File: src/rtl/lcg_seed_inversion_tester_top_macros.svh
// Assertion macros shared by the seed inversion tester RTL.
// Depends on nothing; included by modules that carry assertions.
`ifndef LCG_SEED_INVERSION_TESTER_TOP_MACROS_SVH
`define LCG_SEED_INVERSION_TESTER_TOP_MACROS_SVH
`ifndef SYNTHESIS
`define LSIT_ASSERT_IMP(label, clk, rstn, ante, cons) \
    label: assert property (@(posedge clk) disable iff (!rstn) (ante) |-> (cons)) \
        else $error("assertion failed");
`define LSIT_ASSERT_NXT(label, clk, rstn, ante, cons) \
    label: assert property (@(posedge clk) disable iff (!rstn) (ante) |=> (cons)) \
        else $error("assertion failed");
`else
`define LSIT_ASSERT_IMP(label, clk, rstn, ante, cons)
`define LSIT_ASSERT_NXT(label, clk, rstn, ante, cons)
`endif
`endif

File: src/rtl/lsit_pkg.sv
// Package for the seed inversion tester: constants, register indexes, stage types.
// Depends on nothing.
`default_nettype none
package lsit_pkg;
    localparam int StateW = 48;
    localparam int Shift = 17;
    localparam logic [47:0] LcgMul = 48'h5_DEEC_E66D;
    localparam logic [47:0] LcgAdd = 48'hB;
    localparam logic [47:0] LcgInv = 48'hDFE0_5BCB_1365;
    localparam logic [63:0] RegXMul = 64'd341873128712;
    localparam logic [63:0] RegZMul = 64'd132897987541;
    localparam int PipeDepth = 6;
    // floor((2^32 - 1) / 24), the reciprocal for the reset chunk range.
    localparam logic [31:0] RecipReset = 32'd178956970;

    typedef enum logic [2:0] {
        REG_CHUNK_RANGE = 3'd0,
        REG_SALT        = 3'd1,
        REG_REGION_X    = 3'd2,
        REG_REGION_Z    = 3'd3,
        REG_OFFSET_X    = 3'd4,
        REG_OFFSET_Z    = 3'd5
    } reg_idx_t;

    // Settings seen by the datapath.
    typedef struct packed {
        logic [11:0] chunk_range;
        logic [11:0] offset_x;
        logic [11:0] offset_z;
        logic        cfg_ok;
        logic [47:0] seed_off;
        logic [31:0] recip;
    } cfg_t;

    // Pipeline flow control between the datapath and the skid stage.
    typedef struct packed {
        logic advance;
        logic out_valid;
    } flow_t;

    // Hi/lo partial products split a 48x48 multiply, kept mod 2^48, into two terms.
    function automatic logic [47:0] mul48(input logic [47:0] a, input logic [47:0] b);
        logic [47:0] lo;
        logic [47:0] hi;
        begin
            lo = 48'(a[23:0] * b);
            hi = 48'({a[47:24] * b[23:0], 24'd0});
            mul48 = lo + hi;
        end
    endfunction
endpackage
`default_nettype wire

File: src/rtl/lsit_skid.sv
// Output skid stage that decouples the pipeline from the result channel.
// Depends on lsit_pkg.
`default_nettype none
module lsit_skid (
    input  wire logic        aclk,
    input  wire logic        aresetn,
    input  lsit_pkg::flow_t  flow,
    input  wire logic [49:0] pipe_data,
    output logic             advance,
    output logic             m_tvalid,
    input  wire logic        m_tready,
    output logic [49:0]      m_data
);
    import lsit_pkg::*;

    logic        mv_reg, sv_reg;
    logic [49:0] md_reg, sd_reg;
    logic        push;

    // The pipeline moves whenever the spare slot is empty.
    assign advance = !sv_reg;
    assign push    = advance && flow.out_valid;

    always_ff @(posedge aclk) begin
        if (!aresetn) begin
            mv_reg <= 1'b0;
            sv_reg <= 1'b0;
        end else begin
            if (!mv_reg || m_tready) begin
                mv_reg <= sv_reg || push;
            end else if (push) begin
                sv_reg <= 1'b1;
            end
            if ((!mv_reg || m_tready) && sv_reg) begin
                sv_reg <= 1'b0;
            end
        end
    end

    always_ff @(posedge aclk) begin
        if (!mv_reg || m_tready) begin
            md_reg <= sv_reg ? sd_reg : pipe_data;
        end else if (push) begin
            sd_reg <= pipe_data;
        end
    end

    assign m_tvalid = mv_reg;
    assign m_data   = md_reg;
endmodule
`default_nettype wire

File: config.mk
export PLATFORM = sky130hd
export DESIGN_NAME = lsit_skid
export DESIGN_NICKNAME = d
export VERILOG_FILES = /design/src/rtl/lcg_seed_inversion_tester_top_macros.svh /design/src/rtl/lsit_pkg.sv /design/src/rtl/lsit_skid.sv
export SDC_FILE = /design/constraint.sdc
export NUM_CORES = 1
export LEC_CHECK = 0
export ABC_AREA = 1
export BUFFER_PORTS_ARGS = -buffer_cell sky130_fd_sc_hd__buf_2
export CAP_MARGIN = 30
export CORE_UTILIZATION = 26
export CTS_BUF_LIST = sky130_fd_sc_hd__clkbuf_8
export CTS_CLUSTER_DIAMETER = 30
export DETAILED_ROUTE_END_ITERATION = 7
export GPL_TIMING_DRIVEN = 0
export PLACE_DENSITY = 0.54
export SLEW_MARGIN = 20
export SYNTH_ARGS = -nofsm -noshare
export SYNTH_HDL_FRONTEND = slang
export SYNTH_SLANG_ARGS = --single-unit
File: constraint.sdc
create_clock -name aclk -period 9 [get_ports aclk]
set_clock_uncertainty 0.2 [all_clocks]
set_input_delay 1.8 -clock aclk [delete_from_list [all_inputs] [get_ports aclk]]
set_output_delay 1.8 -clock aclk [all_outputs]
set_load 0.02 [all_outputs]
### Word-level counts from Yosys, hierarchy flattened

Index checks and enable logic that the tools add are counted.

* bitwise operators: 2
* muxes and demuxes: 1
* reductions and logical operators: 8

Operators by type and width (number)
* $mux W50: 1
* $logic_and A1 B1 Y1: 2
* $logic_not A1 Y1: 2
* $logic_or A1 B1 Y1: 2
* $not A1 Y1: 2
* $reduce_and A2 Y1: 1
* $reduce_or A2 Y1: 1

* logic and storage cells: 15
* register bits after elaboration: 102
* input port bits: 55
* output and inout bits: 52

### Logic depth before layout (Yosys ltp)

* word-level depth: 4
* mapped depth: 5
* mapped depth without buffers: 3

### Worst setup path before layout

OpenSTA, ideal clock, no wires.

* path type: input to register
* start: input port m_tready
* end: register sd_reg[0] (enable)
* arrival time: 5220 ps
* stages on the path: 3
* path slack: 3121 ps
* required time: 8341 ps
* path buffers: 0
* library setup time: 459 ps
* cells stage by stage: inv_1 -> nand2_1 -> nor2_1

* word-level cells in the longest chain between the ends: 3

Ends and longest elaborated chain
* start, declared: RTL line lsit_skid.sv:11 `input wire logic m_tready,`
* $logic_or A1 B1 Y1: RTL line lsit_skid.sv:41 `if (!mv_reg || m_tready) begin`
* $not A1 Y1 (no line)
* $reduce_and A2 Y1 (no line)
* end signal, assigned: RTL line lsit_skid.sv:44 `sd_reg <= pipe_data;`
* end, declared: RTL line lsit_skid.sv:17 `logic [49:0] md_reg, sd_reg;`

Every way passes these cells.
A chain may end at the register's enable or synchronous reset.

### Final worst setup path

* start: input port m_tready
* end: register sd_reg[11] (enable)

The elaborated chain is that of the path after synthesis.

==> results.md <==
* Synth Area in XOR/XNOR at 0%
* Cell Chain, Critical Path: buf_2 -> inv_1 -> nand2_4 -> buf_16 -> nor2_4 -> buf_16 -> buf_12
* Final ANT Viol Nets at 0
* Max incr delay on CP at approximately 440 ps
* Largest family of logic cells by synthesized area: simple AND/OR/NAND/NOR gates
* Clock Root Buffer: clkbuf_8
* Mux share of post-synthesis cell area at 0%
* CP Data Arrival Time at 3210 ps
* First-pass GRT wire length at 12,100 um
* Tcrit/Tclk final at between 30% and 40%
* Syn Nets at 328
* Worst VDD drop at 73.7 uV
* Clock sink count at 102
* GRT Residual Overflow at 0
* FMAX at 300 MHz
* Compound-cell area share of the yosys netlist at 0.131%
* Status: complete, no violations
* Setup Crit Path Kind: in2reg
* Worst Setup End Kind: register
* Setup TNS at 0 ps
* Worst-path clk slew at 80 ps
* Synthesized instance count at 273
* Vias/cell at 4.06
* Crit-path slowest cell: nor2_4
* Required @ worst endpoint at between 8000 and 9000 ps
* Initial core utilization at ~27%
* Peak fanout along the critical path at 46
* H-tree Lvls at 3
* Synthesized flop and latch total at between 100 and 150
* Final nets at 447
* Number of global-route vias before repair at 2,353
* N_diodes at 0
* Setup bufs post-CTS at 0
* Final core occ at 34.4%
* CP Buf/Inv Count at 5
* Top delay family on crit path: buffers and inverters
* Sequential-to-total area share from yosys stat at 79.5%
* Die height at 123 um
* TritonCTS buffer count at 9
* Die X at 123 um
* Synth Warn # at 0
* RSZ-0062 raised after global routing: false
* Filler cell count in the final layout at 1,423
* Detailed-route via count at 2,340
* Power Density at 191 nW/um^2
* I/O Buffers at 105
* Longest Clk Path Bufs at 2
* First-pass detailed-route iteration total at 4
* Most used cell, CP: buf_16
* Area grow syn2layout at 26.6%
* DP Area at 4670 sq um
* Relative slew slack at 66.6%
* Period minus WS final at about 3300 ps
* DRC at 0
* Pleak at 0.00206 uW
* Unique masters post-synth at 12
* DR WL/cell at 13.5 um
* Core region area at 14,100 sq um
* Worst-Margin Slew at 500 ps
* Clk Latency, worst-skew pair at 370 ps
* Final hold violations at 0
* Worst min path class: reg2reg
* # setup viols final at 0
* Critical path launch point type: input pin
* Simple-gate area share of the yosys netlist at 16.7%
* Hold Slack at 323 ps
* Tot GR Track Use at 11.1%
* Num rows at 43
* Syn Area/Cell at 14.0 sq um
* Share of cells above drive strength 1 at about two fifths
* First DRT Iteration DRCs at 99
* Synth Area in Adders at 0%
* Hold buffer count at CTS at 0
* Post_cts resized at 0
* Max Cap Viol at 0
* Final instance area at 4850 sq um
* Routed Wire Length at about 7800 um
* Slew Viols, Final at 0
* Post-DP HPWL at 5230 um
* Die area at approximately 15,000 sq um
* IO Count at roughly 110
* Largest net degree at the start of global routing at 47
* CTS tree: done
* Initial antenna violation count at 0
* Gp weighted congestion at around 0.69
* Mapped Area at 3830 sq um
layer usage:
| metal | vias up | share of wire, % | global-route usage (%) |
|---|---|---|---|
| li1 | 1161 | - | - |
| met1 | 1095 | 44 | 13.5 |
| met2 | 72 | 48 | 17.4 |
| met3 | 12 | 5.2 | 3.41 |
| met4 | 0 | 2.2 | 6.10 |
| met5 | - | 0 | 0 |
worst min-delay path, delay by kind of cell, from the launching register on:
family / cells / cell delay (ps)
simple gates: 2 / 100
flops: 1 / 330
power by group:
group / total (uW) / switching, uW / internal, uW
logic: 94.8 / 61.0 / 33.8
clock network: 274 / 150 / 124
registers: 558 / 6.80 / 551
total: 927 / 218 / 709
final timing paths:
| check | from | end | slack [ps] | cells after the start |
|---|---|---|---|---|
| max reg2reg | m_tvalid | sd_reg[11] | 6870 | 5 |
| min reg2reg | sd_reg[31] | m_data[31] | 320 | 2 |
| max | m_tready | sd_reg[11] | 5660 | 7 |
| min | sd_reg[31] | m_data[31] | 320 | 2 |
layout by cell type, fill, tap and decap left out:
cell	instances
buf_12	3
buf_16	2
buf_2	105
buf_4	4
buf_6	5
bufinv_16	1
clkbuf_8	9
clkinv_1	1
clkinv_2	4
dfxtp_1	2
edfxtp_1	100
inv_1	1
inv_8	1
nand2_1	133
nand2_2	19
nand2_4	1
nand3_1	1
nor2_1	2
nor2_4	1
o21ai_0	1
synth_stat cells:
master / number / area [sq um]
nand2_1: 134 / 503
edfxtp_1: 100 / 3000
nand2_2: 19 / 119
buf_6: 5 / 56.3
buf_4: 4 / 30.0
nor2_1: 3 / 11.3
buf_12: 2 / 40.0
dfxtp_1: 2 / 40.0
inv_1: 1 / 3.75
inv_8: 1 / 11.3
nand3_1: 1 / 5.00
o21ai_0: 1 / 5.00
through the flow:
step | power [uW] | worst slack, ps | cells
2_1_floorplan | 620 | 3120 | 273
3_3_place_gp | 661 | 865 | 558
5_1_grt | 970 | 5530 | 576
3_5_place_dp | 666 | 5210 | 561
4_1_cts | 945 | 5630 | 576
6_report | 927 | 5660 | 576
area by class of cell:
type                       count  area [sq um]  area share, %
sequential                   102          3040           62.8
multi-input combinational    158           658           13.6
timing repair buffer         108           601           12.4
tap                          180           225           4.65
buffer                        11           126           2.61
clock buffer                   9           124           2.56
clock inverter                 6          53.8           1.11
inverter                       2          15.0          0.310
logic make-up (layout without fill, tap and decap cells):
family / count (synthesis) / after routing
AOI/OAI and AO/OA: 1 / 1
buffers and inverters: 13 / 136
DFF: 102 / 102
and+or+nand+nor: 157 / 157
Note: power is estimated with default switching activity, not from simulation.
