--- config.mk ---
export PLATFORM = sky130hd
export DESIGN_NAME = lsit_cfg
export DESIGN_NICKNAME = d
export VERILOG_FILES = /design/src/rtl/lcg_seed_inversion_tester_top_macros.svh /design/src/rtl/lsit_pkg.sv /design/src/rtl/lsit_cfg.sv
export SDC_FILE = /design/constraint.sdc
export NUM_CORES = 2
export LEC_CHECK = 0
export ABC_AREA = 0
export BUFFER_PORTS_ARGS = -buffer_cell sky130_fd_sc_hd__buf_2
export CORE_MARGIN = 3
export CORE_UTILIZATION = 55
export CTS_BUF_LIST = sky130_fd_sc_hd__clkbuf_2
export CTS_CLUSTER_DIAMETER = 30
export DETAILED_ROUTE_END_ITERATION = 6
export GPL_TIMING_DRIVEN = 0
export PLACE_DENSITY = 0.71
export SYNTH_ARGS = -nofsm -noshare
export SYNTH_HDL_FRONTEND = slang
export SYNTH_SLANG_ARGS = --single-unit
--- constraint.sdc ---
create_clock -name aclk -period 7.7 [get_ports aclk]
set_input_delay 1.54 -clock aclk [delete_from_list [all_inputs] [get_ports aclk]]
set_output_delay 1.54 -clock aclk [all_outputs]
set_load 0.05 [all_outputs]
--- src/rtl/lcg_seed_inversion_tester_top_macros.svh ---
// Assertion macros shared by the seed inversion tester RTL.
// Depends on nothing; included by modules that carry assertions.
`ifndef LCG_SEED_INVERSION_TESTER_TOP_MACROS_SVH
`define LCG_SEED_INVERSION_TESTER_TOP_MACROS_SVH
`ifndef SYNTHESIS
`define LSIT_ASSERT_IMP(label, clk, rstn, ante, cons) \
    label: assert property (@(posedge clk) disable iff (!rstn) (ante) |-> (cons)) \
        else $error("assertion failed");
`define LSIT_ASSERT_NXT(label, clk, rstn, ante, cons) \
    label: assert property (@(posedge clk) disable iff (!rstn) (ante) |=> (cons)) \
        else $error("assertion failed");
`else
`define LSIT_ASSERT_IMP(label, clk, rstn, ante, cons)
`define LSIT_ASSERT_NXT(label, clk, rstn, ante, cons)
`endif
`endif

--- src/rtl/lsit_pkg.sv ---
// Package for the seed inversion tester: constants, register indexes, stage types.
// Depends on nothing.
`default_nettype none
package lsit_pkg;
    localparam int StateW = 48;
    localparam int Shift = 17;
    localparam logic [47:0] LcgMul = 48'h5_DEEC_E66D;
    localparam logic [47:0] LcgAdd = 48'hB;
    localparam logic [47:0] LcgInv = 48'hDFE0_5BCB_1365;
    localparam logic [63:0] RegXMul = 64'd341873128712;
    localparam logic [63:0] RegZMul = 64'd132897987541;
    localparam int PipeDepth = 6;
    // floor((2^32 - 1) / 24), the reciprocal for the reset chunk range.
    localparam logic [31:0] RecipReset = 32'd178956970;

    typedef enum logic [2:0] {
        REG_CHUNK_RANGE = 3'd0,
        REG_SALT        = 3'd1,
        REG_REGION_X    = 3'd2,
        REG_REGION_Z    = 3'd3,
        REG_OFFSET_X    = 3'd4,
        REG_OFFSET_Z    = 3'd5
    } reg_idx_t;

    // Settings seen by the datapath.
    typedef struct packed {
        logic [11:0] chunk_range;
        logic [11:0] offset_x;
        logic [11:0] offset_z;
        logic        cfg_ok;
        logic [47:0] seed_off;
        logic [31:0] recip;
    } cfg_t;

    // Pipeline flow control between the datapath and the skid stage.
    typedef struct packed {
        logic advance;
        logic out_valid;
    } flow_t;

    // Hi/lo partial products split a 48x48 multiply, kept mod 2^48, into two terms.
    function automatic logic [47:0] mul48(input logic [47:0] a, input logic [47:0] b);
        logic [47:0] lo;
        logic [47:0] hi;
        begin
            lo = 48'(a[23:0] * b);
            hi = 48'({a[47:24] * b[23:0], 24'd0});
            mul48 = lo + hi;
        end
    endfunction
endpackage
`default_nettype wire

--- src/rtl/lsit_cfg.sv ---
// Configuration registers, the precomputed region/salt offset and the range reciprocal.
// Depends on lsit_pkg.
`default_nettype none
module lsit_cfg (
    input  wire logic         aclk,
    input  wire logic         aresetn,
    input  wire logic         cfg_we,
    input  wire logic [2:0]   cfg_addr,
    input  wire logic [31:0]  cfg_wdata,
    output lsit_pkg::cfg_t    cfg
);
    import lsit_pkg::*;

    logic [11:0] range_reg, ox_reg, oz_reg;
    logic [31:0] salt_reg, rx_reg, rz_reg;
    logic [47:0] px_reg, pz_reg, off_reg;
    logic        ok_reg;
    logic [31:0] recip_reg;
    logic [11:0] prem_reg;
    logic [5:0]  dcnt_reg;
    logic [12:0] trial;
    logic        qbit;

    // Register writes.
    always_ff @(posedge aclk) begin
        if (!aresetn) begin
            range_reg <= 12'd24;
            ox_reg    <= '0;
            oz_reg    <= '0;
            salt_reg  <= '0;
            rx_reg    <= '0;
            rz_reg    <= '0;
        end else if (cfg_we) begin
            unique case (cfg_addr)
                REG_CHUNK_RANGE: range_reg <= cfg_wdata[11:0];
                REG_SALT:        salt_reg  <= cfg_wdata;
                REG_REGION_X:    rx_reg    <= cfg_wdata;
                REG_REGION_Z:    rz_reg    <= cfg_wdata;
                REG_OFFSET_X:    ox_reg    <= cfg_wdata[11:0];
                REG_OFFSET_Z:    oz_reg    <= cfg_wdata[11:0];
                default: ;
            endcase
        end
    end

    // Offset products, registered before the sum, which is registered in turn.
    always_ff @(posedge aclk) begin
        px_reg  <= 48'($signed(rx_reg) * $signed(RegXMul[39:0]));
        pz_reg  <= 48'($signed(rz_reg) * $signed(RegZMul[38:0]));
        off_reg <= px_reg + pz_reg + {16'd0, salt_reg};
        ok_reg  <= ((range_reg & (range_reg - 12'd1)) != 12'd0)
                   && (ox_reg < range_reg) && (oz_reg < range_reg);
    end

    // Restoring division of an all-ones 32-bit dividend by the range, one
    // quotient bit per cycle; a range write restarts the 32 iterations.
    assign trial = {prem_reg, 1'b1};
    assign qbit  = (trial >= {1'b0, range_reg});

    always_ff @(posedge aclk) begin
        if (!aresetn) begin
            recip_reg <= RecipReset;
            prem_reg  <= '0;
            dcnt_reg  <= '0;
        end else if (cfg_we && (cfg_addr == REG_CHUNK_RANGE)) begin
            recip_reg <= '0;
            prem_reg  <= '0;
            dcnt_reg  <= 6'd32;
        end else if (dcnt_reg != 6'd0) begin
            recip_reg <= {recip_reg[30:0], qbit};
            prem_reg  <= qbit ? 12'(trial - {1'b0, range_reg}) : trial[11:0];
            dcnt_reg  <= dcnt_reg - 6'd1;
        end
    end

    assign cfg.chunk_range = range_reg;
    assign cfg.offset_x    = ox_reg;
    assign cfg.offset_z    = oz_reg;
    assign cfg.cfg_ok      = ok_reg;
    assign cfg.seed_off    = off_reg;
    assign cfg.recip       = recip_reg;
endmodule
`default_nettype wire

# Yosys cells after proc, flatten, opt, wreduce, memory -nomap -nowiden
# Index checks and enable logic that the tools add are counted.
# totals
register_bits,324
inputBits,38
output_inout_bits,117
wordCells,51
# op_classes
addsub,5
multipliers,2
order_cmp,3
n_eq_ne,5
n_mux,5
n_bitwise,2
reduce_logical,14
# ops
op,n
28-bit two-way mux,2
48-bit by 32-bit adder with 48-bit output,1
48-bit adder,1
"32-bit by 38-bit multiplier with 48-bit output, second input constant",1
"32-bit by 37-bit multiplier with 45-bit output, second input constant",1
12-bit < comparator,2
13-bit by 12-bit greater-or-equal comparator with 1-bit output,1
12-bit AND,1
12-bit two-way mux,1
6-bit two-way mux,2
2-bit AND reduction,6
12-bit nonzero test,1
"12-bit by 1-bit subtractor with 12-bit output, second input constant",1
12-bit subtractor,1
"3-bit by 2-bit equality test with 1-bit output, second input constant",2
"3-bit equality test, second input constant",2
6-bit nonzero test,1
"6-bit by 1-bit subtractor with 6-bit output, second input constant",1
"3-bit by 1-bit equality test with 1-bit output, second input constant",1
1-bit logical AND,3
3-bit logical NOT,1
2-bit nonzero test,1
2-bit OR reduction,1
1-bit NOT,1

# Longest topological paths before layout
# depth
word_depth,5
depth_mapped,27
ltp_nobuf,27

# Worst setup path after synthesis
# No wires, ideal clock.
# synth_timing
kind,register to register
from,register rz_reg[9]
to,register pz_reg[45]
setup_ns,0.095
arrival_ns,6.847
t_required_ns,7.605
slack_ns,0.757
path_stages_with_launch,27
n_path_buf,0
cell_sequence,dfxtp_1 -> inv_1 -> fa_1 -> inv_1 -> fa_1 -> fa_1 -> inv_1 -> fa_1 -> inv_1 -> fa_1 -> inv_1 -> fa_1 -> inv_1 -> fa_1 -> inv_1 -> fa_1 -> inv_1 -> ha_1 -> a21o_1 -> a21o_1 -> a21oi_1 -> o221ai_1 -> a21oi_2 -> a21oi_1 -> a31oi_1 -> o21ai_0 -> o311ai_1
# synth_between
elab_chain_len,1
# synth_rtl
item,line_no,source
start: declaration,lsit_cfg.sv:15,"logic [31:0] salt_reg, rx_reg, rz_reg;"
start signal: assignment,lsit_cfg.sv:38,REG_REGION_Z: rz_reg <= cfg_wdata;
32-bit by 38-bit multiplier with 48-bit output,lsit_cfg.sv:49,pz_reg <= 48'($signed(rz_reg) * $signed(RegZMul[38:0]));
end signal: assignment,lsit_cfg.sv:49,
end: declaration,lsit_cfg.sv:16,"logic [47:0] px_reg, pz_reg, off_reg;"
# No other way between the ends.
# A chain may end at the register's enable or synchronous reset.

# Worst setup path in the final report
# layout_timing
from,register rx_reg[6]
to,register px_reg[46]
# layout_between
elab_chain_len,1
# layout_rtl
item,line_no,source
start: declaration,lsit_cfg.sv:15,
start signal: assignment,lsit_cfg.sv:37,REG_REGION_X: rx_reg <= cfg_wdata;
32-bit by 37-bit multiplier with 45-bit output,lsit_cfg.sv:48,px_reg <= 48'($signed(rx_reg) * $signed(RegXMul[39:0]));
end signal: assignment,lsit_cfg.sv:48,
end: declaration,lsit_cfg.sv:16,
# No other way between the ends.

==> summary.txt <==
Floorplan
  • Chip Width: between 200 and 300 um
  • Chip height: approximately 280 um
  • # rows: 101
  • # IOs: about 160
  • Core Footprint: 76580 um^2
  • Die Area: between 80000 and 90000 um^2
  • Initial Util: ~56%

STA
  • Fin crit share: 97.20%
  • Worst Tran Pin Value: 0.8319 ns
  • Setup TNS: 0 ns
  • Hold Slack: ~0.46 ns
  • Fin. Hold Viols: 0
  • # setup viols final: 0
  • Pins Over Slew Limit: 0
  • Skew final: around 0.084 ns
  • Slew HR: ~45%
  • Fmax: 0.1336 GHz
  • Tmin final: 7.484 ns

Global routing
  • Total GRT Usage: between 20% and 30%
  • First-pass GRT wire length: 184000 um
  • Vias in the first global route: between 30000 and 40000
  • Initial antenna violation count: 1
  • Largest net degree at the start of global routing: 13
  • Gr ovfl total: 0

Setup path
  • Crit start category: register
  • Critical path endpoint category: register
  • Reg2reg setup slack: around 0.22 ns
  • Crit. Startpoint: rx_reg[6]
  • CP required: between 8 and 9 ns
  • Max incr delay on CP: 0.63 ns
  • CP max stage cell: fa_2
  • Critical path type: register to register
  • Reg-to-reg startpoint: rx_reg[6]
  • Most used cell, CP: inv_1
  • Critical path fanouts, max: 10
  • Data arrival time of the worst path: about 8.4 ns

Synthesis
  • Synth warn: 0
  • Synth cell types: 78
  • Ys async rst share: 0%
  • Yosys reg bits: 324
  • Cells after synthesis: about 4300
  • Mapped cell area: ~43000 um^2
  • Top FF cell, synth: dfxtp_1
  • Post-synthesis sequential area ratio: 15.15%
  • Post-synth EDFFs: 0
  • Syn Nets: between 5000 and 6000
  • Avg Inst Size Synth: roughly 9.9 um^2

Power
  • LEAKAGE: between 0.02 and 0.025 uW
  • Pwr dens: ~190 nW/um^2
  • Peak VDD IR: about 0.17 mV

CTS
  • Worst skew pair latency: around 1.1 ns
  • Worst-path clk slew: between 0.1 and 0.15 ns
  • CTS tree: done
  • CTS Buf Count: 85
  • Root buffer cell: clkbuf_2
  • Sink Count: 324
  • H-Tree Depth: 3
  • Clk buf depth: 3

Placed design
  • Placed instance count: 5519
  • Post-DP HPWL: around 100000 um
  • Input/output buffers: roughly 150
  • Routability cong.: 0.9960

Cells and area
  • Finished Layout Cells: approximately 5700
  • Most common cell after layout, fill and taps aside: inv_1
  • Share of post-route cells with drive strength above 1: under 10%
  • Nets: roughly 6000
  • P&R area growth vs syn: 7.143%
  • Layout fillers: 6639
  • Most frequent cells in the layout: inv_1 (1102), fa_1 (765), ha_1 (641)

Drt
  • Total wire length: around 120000 um
  • DR vias: roughly 30000
  • Drt first pass iters: 5
  • Vias per cell: approximately 5.4
  • Remaining antenna violation count: 0
  • Routed WL per cell: a little over 20 um
  • DRC Markers: 0
  • 1st-iter DRT viols: about 2300

Min path
  • Tightest Hold Check Type: register to register
  • Min-delay src: recip_reg[31]

Job
  • Max Cap Viol: 0

Run status
  • Outcome: finished clean
==> synth_stat cells (3+ instances only) <==
| library cell | instances | area share, % |
|---|---|---|
| a21oi_2 | 5 | 0.10 |
| nor2b_1 | 13 | 0.19 |
| o211ai_1 | 6 | 0.11 |
| clkbuf_1 | 75 | 0.66 |
| o21bai_1 | 23 | 0.40 |
| and2_1 | 11 | 0.16 |
| ha_1 | 641 | 19 |
| nor2_1 | 111 | 0.97 |
| nand2_1 | 372 | 3.3 |
| buf_2 | 3 | 0.035 |
| a21boi_0 | 137 | 2.4 |
| a31oi_1 | 15 | 0.22 |
| a2111oi_0 | 3 | 0.061 |
| o21ai_0 | 92 | 1.1 |
| and4_1 | 4 | 0.082 |
| nor3_1 | 19 | 0.22 |
| nor3b_1 | 3 | 0.053 |
| and3_1 | 12 | 0.18 |
| o21ai_1 | 5 | 0.058 |
| nand3_1 | 32 | 0.37 |
| o221ai_1 | 3 | 0.061 |
| a211oi_1 | 19 | 0.33 |
| a311oi_1 | 5 | 0.10 |
| inv_1 | 1103 | 9.7 |
| a211o_1 | 7 | 0.14 |
| dfxtp_1 | 324 | 15 |
| fa_1 | 767 | 36 |
| mux2i_1 | 22 | 0.51 |
| a21oi_1 | 135 | 1.6 |
| or3_1 | 7 | 0.10 |
| or2_2 | 9 | 0.13 |
| xnor2_1 | 121 | 2.5 |
| xor2_1 | 40 | 0.82 |
| o22ai_1 | 3 | 0.044 |
| nand2b_1 | 14 | 0.20 |
| o21a_1 | 20 | 0.35 |
| a21o_1 | 81 | 1.4 |
| o2111ai_1 | 4 | 0.082 |
| nand4_1 | 19 | 0.28 |
==> final timing paths <==
check	to	depth (start not counted)
setup / recovery	px_reg[46]	28
hold / removal	recip_reg[31]	2
setup reg to reg	px_reg[46]	28
hold reg to reg	recip_reg[31]	2
==> power breakdown <==
group          switching [uW]  internal (uW)  total (uW)
combinational            3270           1810        5090
sequential                299           2100        2400
clock                     745            548        1290
total                    4320           4460        8780
==> kinds of logic (layout without fill, tap and decap cells) <==
kind of cell	after synthesis	in the layout	synth area share, %
simple gates	639	639	6.497
other cells	0	1	0
xor+xnor	161	161	3.294
fa+ha+maj	1409	1409	54.63
compound gates	597	597	9.470
mux	24	24	0.5670
flops	324	324	15.15
buf+inv	1183	1488	10.39
==> routing by layer <==
metal  share of wire [%]  GRT usage (%)  up-vias
met1                  40          38.39    15082
met3                 6.8          4.996      257
met4                 5.8          14.62        0
met2                  47          49.03     1043
li1                    -              -    14014
met5                   0              0        -
==> metrics by stage <==
| step | setup slack [ns] | power, uW | cell area, um^2 | util (%) |
|---|---|---|---|---|
| 2_1_floorplan | 0.7573 | 6081 | 42810 | - |
| 3_3_place_gp | -0.6805 | 7388 | 44860 | 58.57 |
| 3_5_place_dp | -0.7489 | 7452 | 44860 | 58.57 |
| 4_1_cts | 0.006115 | 8788 | 45740 | 59.73 |
| 5_1_grt | -0.01962 | 9485 | 45870 | 59.89 |
| 6_report | 0.2155 | 8780 | 45870 | 59.89 |
==> timing repair <==
item | CTS | global route
pin swaps | 0 | 5
gates cloned | 0 | 0
endpoints found under the setup margin | 23 | 22
hold buffers | 0 | 0
buffers inserted | 0 | 5
resized for setup | 23 | 31
==> final cells by class <==
| cell class | instances | area (um^2) | share of cell area, % |
|---|---|---|---|
| Clock buffer | 116 | 580.6 | 1.266 |
| Sequential cell | 324 | 6533 | 14.24 |
| Inverter | 1103 | 4140 | 9.027 |
| Multi-Input combinational cell | 2830 | 31960 | 69.68 |
| Tap cell | 1030 | 1289 | 2.810 |
| Timing Repair Buffer | 157 | 810.8 | 1.768 |
| Buffer | 80 | 307.8 | 0.6711 |
| Antenna cell | 1 | 2.502 | 0.005456 |
| Clock inverter | 32 | 245.2 | 0.5347 |
==> critical path: cells and delay by family (launching register included) <==
family                     cells  cell delay, ns
buffers and inverters          9            0.69
and+or+nand+nor                2            0.49
AOI/OAI and AO/OA              8            1.45
adders and majority gates      9            4.25
DFF                            1            0.45
Note: power is estimated with default switching activity, not from simulation.
